File: src/design/isu_pkg.sv
package isu_pkg;

   localparam int CODE_W       = 16;
   localparam int INDEX_W      = 6;
   localparam int RESULT_SLOTS = 64;

   typedef enum logic [1:0] {
      STATUS_OK       = 2'd0,
      STATUS_FULL     = 2'd1,
      STATUS_REVERSED = 2'd2
   } isu_status_type;

   typedef enum logic [2:0] {
      ST_IDLE,
      ST_SCAN,
      ST_FINISH,
      ST_EMIT_PREP,
      ST_EMIT
   } isu_state_type;

   // controller -> datapath
   typedef struct packed {
      logic take_input;
      logic proc_entry;
      logic finish;
      logic out_load;
      logic out_empty;
      logic out_last;
   } isu_cmd_type;

   // datapath -> controller
   typedef struct packed {
      logic reversed;
      logic full_hit;
      logic out_free;
   } isu_sts_type;

endpackage

File: src/design/isu_ctrl.sv
module isu_ctrl import isu_pkg::*; #(
   parameter int MAX_RANGES = 64,
   localparam int IW = (MAX_RANGES > 1) ? $clog2(MAX_RANGES) : 1,
   localparam int CW = $clog2(MAX_RANGES + 1)
) (
   input  logic               clock,
   input  logic               reset,
   input  logic               req_valid,
   output logic               req_ready,
   input  isu_sts_type        sts,
   input  logic [CW-1:0]      count,
   output isu_cmd_type        cmd,
   output logic [IW-1:0]      rd_idx,
   output logic [INDEX_W-1:0] out_index
);

   isu_state_type state_ff, state_in;
   logic [CW-1:0] scan_ff, scan_in;
   logic [CW-1:0] emit_ff, emit_in;
   logic [CW-1:0] n_items;
   logic          last_hit;

   always_ff @(posedge clock) begin
      if (reset) begin
         state_ff <= ST_IDLE;
         scan_ff  <= '0;
         emit_ff  <= '0;
      end else begin
         state_ff <= state_in;
         scan_ff  <= scan_in;
         emit_ff  <= emit_in;
      end
   end

   // at most RESULT_SLOTS items go out per request
   assign n_items  = (int'(count) > RESULT_SLOTS) ? CW'(RESULT_SLOTS) : count;
   assign last_hit = (({1'b0, emit_ff} + {{CW{1'b0}}, 1'b1}) == {1'b0, n_items});
   assign out_index = INDEX_W'(emit_ff);

   always_comb begin
      state_in  = state_ff;
      scan_in   = scan_ff;
      emit_in   = emit_ff;
      cmd       = '0;
      rd_idx    = '0;
      req_ready = 1'b0;
      case (state_ff)
         ST_IDLE: begin
            req_ready = 1'b1;
            if (req_valid) begin
               cmd.take_input = 1'b1;
               scan_in        = '0;
               if (sts.reversed) begin
                  state_in = ST_EMIT_PREP;
               end else if (count == '0) begin
                  state_in = ST_FINISH;
               end else begin
                  state_in = ST_SCAN;
               end
            end
         end
         ST_SCAN: begin
            // read entry scan_ff, process entry scan_ff-1 (read data is registered, so it arrives in the next cycle)
            rd_idx         = scan_ff[IW-1:0];
            cmd.proc_entry = (scan_ff != '0);
            if (cmd.proc_entry && sts.full_hit) begin
               state_in = ST_EMIT_PREP;
            end else if (scan_ff == count) begin
               state_in = ST_FINISH;
            end else begin
               scan_in = scan_ff + CW'(1);
            end
         end
         ST_FINISH: begin
            cmd.finish = 1'b1;
            state_in   = ST_EMIT_PREP;
         end
         ST_EMIT_PREP: begin
            rd_idx   = '0;
            emit_in  = '0;
            state_in = ST_EMIT;
         end
         ST_EMIT: begin
            rd_idx = emit_ff[IW-1:0];
            if (sts.out_free) begin
               cmd.out_load  = 1'b1;
               cmd.out_empty = (count == '0);
               cmd.out_last  = cmd.out_empty || last_hit;
               if (cmd.out_last) begin
                  state_in = ST_IDLE;
               end else begin
                  emit_in = emit_ff + CW'(1);
                  rd_idx  = emit_in[IW-1:0];
               end
            end
         end
         default: begin
            state_in = ST_IDLE;
         end
      endcase
   end

   a_load_free: assert property (@(posedge clock) disable iff (reset)
      cmd.out_load |-> sts.out_free)
      else $error("output register loaded while occupied");

   a_emit_hold: assert property (@(posedge clock) disable iff (reset)
      (state_ff == ST_EMIT && !sts.out_free) |=> (state_ff == ST_EMIT && emit_ff == $past(emit_ff)))
      else $error("emit position moved during a stall");

   a_scan_bound: assert property (@(posedge clock) disable iff (reset)
      (state_ff == ST_SCAN) |-> (scan_ff <= count))
      else $error("scan ran past the stored list");

endmodule

File: config.mk
export PLATFORM = sky130hd
export DESIGN_NAME = isu_ctrl
export DESIGN_NICKNAME = d
export VERILOG_FILES = /design/src/design/isu_pkg.sv /design/src/design/isu_ctrl.sv
export SDC_FILE = /design/constraint.sdc
export NUM_CORES = 1
export LEC_CHECK = 0
export BUFFER_PORTS_ARGS = -buffer_cell sky130_fd_sc_hd__clkbuf_2
export CAP_MARGIN = 10
export CORE_MARGIN = 5
export CORE_UTILIZATION = 54
export DETAILED_ROUTE_END_ITERATION = 7
export GPL_TIMING_DRIVEN = 0
export PLACE_DENSITY = 0.76
export RECOVER_POWER = 25
export SLEW_MARGIN = 20
export SYNTH_ARGS = -nofsm -noshare
export SYNTH_HDL_FRONTEND = slang
export SYNTH_SLANG_ARGS = --single-unit
File: constraint.sdc
create_clock -name clock -period 2.68 [get_ports clock]
set_input_delay 0.134 -clock clock [delete_from_list [all_inputs] [get_ports clock]]
set_output_delay 0.134 -clock clock [all_outputs]
set_load 0.01 [all_outputs]
After elaboration in Yosys (flattened, before gate mapping)
Index checks and enable logic that the tools add are counted.
Widths: inputs -> output; s select.
- mux-type cells: 26
- reductions and logical operators: 10
- add/sub/neg operators: 3
- magnitude comparators: 1
- equal/unequal tests: 13
- operators by type and width (cell ; count):
    $mux 7 ; 6
    $pmux 7 s2 ; 2
    $mux 3 ; 8
    $pmux 3 s5 ; 1
    $add 7x1->7 const B ; 2
    $mux 6 ; 2
    $ne 2x2->1 const B ; 6
    $pmux 6 s2 ; 1
    $add 7x1->8 const B ; 1
    $eq 8x7->1 ; 1
    $reduce_and 4->1 ; 2
    $eq 7x7->1 ; 1
    $gt 7x7->1 const B ; 1
    $logic_not 7->1 ; 1
    $reduce_bool 7->1 ; 1
    $eq 3x2->1 const B ; 2
    $mux 1 ; 5
    $reduce_bool 2->1 ; 2
    $eq 3x1->1 const B ; 1
    $eq 3x3->1 const B ; 1
    $logic_not 3->1 ; 1
    $ne 3x3->1 const B ; 1
    $reduce_and 3->1 ; 1
    $mux 2 ; 1
    2 further kinds ; 2
- flip-flop bits (word level): 17
- input port bits: 13

Depth between registers and ports, before layout
- depth after elaboration: 7
- gate-level depth with buffers: 9
- depth with buffers taken out: 8

Least setup slack after synthesis
OpenSTA, ideal clock, no wires.
- kind: register to output
- from: reg emit_ff[0]
- to: out rd_idx[3]
- slack: 518 ps
- buffers on the path: 0
- data required time: 2546 ps
- arrival time: 2028 ps
- stages on the path, launching flop included: 9
- cells stage by stage: dfxtp_1 ha_1 nand3_1 xor2_1 a22oi_1 o211a_2 a311oi_1 xnor2_1 o21ai_1
- cells in the longest elaborated chain, start to end: 6
- elaborated cells on any way between the ends: 7
- classes of those cells: 2 x add/sub; 1 x eq/ne; 3 x mux; 1 x reduce/logical
- ends and longest elaborated chain (what ; line ; source):
    start: declaration ; isu_ctrl.sv:19 ; logic [CW-1:0] emit_ff, emit_in;
    start signal: assignment ; isu_ctrl.sv:31 ; emit_ff <= emit_in;
    $add 7x1->8 ; isu_ctrl.sv:37 ; assign last_hit = (({1'b0, emit_ff} + {{CW{1'b0}}, 1'b1}) == {1'b0, n_items});
    $eq 8x7->1 ; isu_ctrl.sv:37 ;
    $logic_or 1x1->1 ; isu_ctrl.sv:88 ; cmd.out_last = cmd.out_empty || last_hit;
    $mux 6 * ; isu_ctrl.sv:89 ; if (cmd.out_last) begin
    $mux 6 * ; isu_ctrl.sv:85 ; if (sts.out_free) begin
    $pmux 6 s2 * ; isu_ctrl.sv:47 ; case (state_ff)
    end: declaration ; isu_ctrl.sv:13 ; output logic [IW-1:0] rd_idx,
Every way passes the cells marked *; elsewhere a longest branch is shown, timed or not.

Final worst setup path
- from: reg emit_ff[2]
- to: out rd_idx[5]
The elaborated chain is that of the path after synthesis.

==> results_dict.tcl <==
set metrics [dict create \
    reg2reg_to "state_ff[1]$_SDFFE_PP0P_" \
    die_h_microns 62 \
    postRouteAntennaNets 0 \
    fmax_mhz 394 \
    initialDrtViolationCount 142 \
    powerDensity_nw_per_um2 419 \
    gp_congestion 0.834 \
    async_reset_ff_share_pct 0 \
    r2r_start "scan_ff[2]$_SDFFE_PP0P_" \
    htreeDepth 1 \
    synth_warnings 0 \
    dp_hpwl_mm 2.87 \
    clkSinkCount 17 \
    drv_cap 0 \
    fillers 199 \
    cp.arrival_ps 2400 \
    cp_slowest_cell "dfxtp_2" \
    cts_made_buffers 3 \
    timing.hold.ws_ps 95.5 \
    nets 241 \
    cts_hold_buf 0 \
    final_layout_size_suffix_gt1_share_pct 30.4 \
    grt_pass1_wl_mm 6.03 \
    vdd_ir_drop_max_v 0.000399 \
    crit_fanout 8 \
    antenna_found_initial 0 \
    core-area_sq_um 2520 \
    start_kind "flop" \
    syn_area_sq_um 1460 \
    finalWirelength_mm 3.83 \
    crit_path_end_kind "output port" \
    hp-class "input port to flop" \
    grt_pass1_vias 1361 \
    dr.pass1.iters 4 \
    setup_violations 0 \
    synth_seq_area_share_pct 23.3 \
    layout_common_cells "clkbuf_2 (30), nor2_1 (21), nand2_1 (16)" \
    rr_worst_depth 7 \
    synth_cells 187 \
    hold_viol 0 \
    cp.required_ps 2550 \
    min_to "state_ff[0]$_SDFFE_PP0P_" \
    overflow 0 \
    synth-seq-cells 17 \
    io_buffer_count 31 \
    fin_util_pct 70.8 \
    cpPeakStageDelay_ps 440 \
    io_pins 32 \
    finalClockSkew_ps 6.64 \
    outcome "finished, final reports clean" \
    worst_slew_pin_slew_ps 594 \
    initial_core_util_pct 57.9 \
    globalRouteTotalUtil_pct 21.0 \
    ys.flop_type "dfxtp_1" \
    critical_path_class "flop to output port" \
    cts-root-buf "clkbuf_4" \
    clockBufferDepth 2 \
    vias 1520 \
    via_per_inst 5.98 \
    cts.clk_slew.worst_paths_ps 120 \
    grt_start_max_net_pins 11 \
    clk_latency_ps 300 \
    area_growth_pct 22.3 \
    wl_per_cell_microns 15.1 \
    die_w_microns 62 \
    num_antenna_cells 0 \
    path_cells "nand3_1, xor2_2, a22oi_1, o211a_2, a311oi_2, xnor2_1, o21ai_1, clkbuf_2" \
    dieArea_sq_um 3840 \
    p_leak_nw 0.808 \
    min_path_cells 2 \
    slew_headroom_pct 59.9 \
    ff2ff_setup_slack_ps 370 \
    syn-num-nets 203 \
    cts_tree "yes" \
    rows 18 \
    finalCritPeriodShare_pct 94.6 \
    period_needed_ps 2540 \
    final-max-slew-violation-count 0 \
    holdCritStartpoint "reset" \
    power_mw 0.747 \
    layout_commonest_cell "clkbuf_2" \
    synth_edf_count 0 \
    avgSynthCellArea_sq_um 7.81 \
    ys_types 48 \
    drc 0 \
]
-- through the flow --
step	TNS [ps]	setup slack, ps	instance area [sq um]	instances
global placement	0	165	1650	248
CTS	0	9.19	1710	252
floorplan	0	518	1460	187
detailed placement	0	130	1650	248
finish	0	144	1790	254
global route	-19.6	-19.6	1790	254
-- per-layer routing --
layer	global-route usage, %	vias to the layer above	wire length (microns)
li1	-	733	-
met1	28.9	709	1800
met2	31.8	69	1640
met3	3.93	9	322
met4	8.79	0	72
met5	0	-	0
-- worst max-delay path, delay by kind of cell, from the launching register on --
kind / cells / cell delay (ps)
AO/OA/AOI/OAI: 4 / 890
flip-flops: 1 / 440
XOR/XNOR: 2 / 390
AND/OR/NAND/NOR: 1 / 220
buffers and inverters: 1 / 150
-- cells by family (layout without fill, tap and decap cells) --
logic type	Yosys count	in the layout	synth area share (%)
multiplexers	4	4	3.00
adder cells (fa/ha/maj)	3	3	2.57
flip-flops	17	17	23.3
buffers and inverters	22	59	7.28
XOR/XNOR	22	22	13.2
AO/OA/AOI/OAI	41	41	22.8
AND/OR/NAND/NOR	78	78	27.8
-- worst max-delay path by stage --
| stage | start | end | cells after the start |
|---|---|---|---|
| finish | emit_ff[2]$_SDFFE_PP0P_ | rd_idx[5] | 8 |
| global route | emit_ff[2]$_SDFFE_PP0P_ | rd_idx[4] | 8 |
| CTS | emit_ff[0]$_SDFFE_PP0P_ | rd_idx[4] | 9 |
| detailed placement | emit_ff[0]$_SDFFE_PP0P_ | rd_idx[5] | 9 |
| global placement | emit_ff[0]$_SDFFE_PP0P_ | rd_idx[5] | 9 |
| floorplan | emit_ff[0]$_SDFFE_PP0P_ | rd_idx[3] | 8 |
-- state kept, by name, indices dropped and copies added, names as in the netlist --
signal and count:
emit_ff 7, scan_ff 7, state_ff 3
-- synth_stat cells (all sizes together), types with 2 or more instances --
cell / number / share of area (%)
a21oi: 4 / 1.4
mux2i: 4 / 3.0
nor3b: 2 / 1.4
dfxtp: 17 / 23
a22oi: 2 / 1.4
nand4: 7 / 3.0
and3: 2 / 0.86
and2: 5 / 2.1
inv: 10 / 2.6
nor4: 3 / 1.3
a31oi: 3 / 2.7
o211a: 5 / 3.4
nand3b: 2 / 1.0
clkbuf: 5 / 1.3
nand3: 4 / 1.7
a221oi: 2 / 1.2
xnor2: 12 / 7.2
or2: 3 / 1.3
a31o: 5 / 3.0
o21ai: 11 / 3.8
nor2b: 5 / 2.1
nand2b: 3 / 1.3
xor2: 10 / 6.0
nor2: 21 / 5.4
a311oi: 4 / 2.8
buf: 7 / 3.4
ha: 3 / 2.6
nand2: 18 / 5.0
-- power breakdown --
part           total (mW)  internal [mW]  switching, mW  leakage [nW]
registers           0.291          0.271         0.0198         0.140
logic               0.305          0.117          0.188         0.649
clock network       0.152         0.0557         0.0965        0.0177
-- repair_timing --
action,CTS,global route
setup endpoints to repair,6,6
setup buffers,0,2
gates resized for setup,8,12
pin swaps,0,1
-- layout make-up --
| cell class | count | area, sq um | area share (%) |
|---|---|---|---|
| timing repair buffer | 33 | 181 | 10.2 |
| clock buffer | 3 | 22.5 | 1.26 |
| sequential | 17 | 350 | 19.6 |
| tap | 30 | 37.5 | 2.10 |
| clock inverter | 1 | 5.00 | 0.280 |
| buffer | 12 | 71.3 | 3.99 |
| multi-input combinational | 148 | 1080 | 60.5 |
| inverter | 10 | 37.5 | 2.10 |
Note: power is estimated with default switching activity, not from simulation.
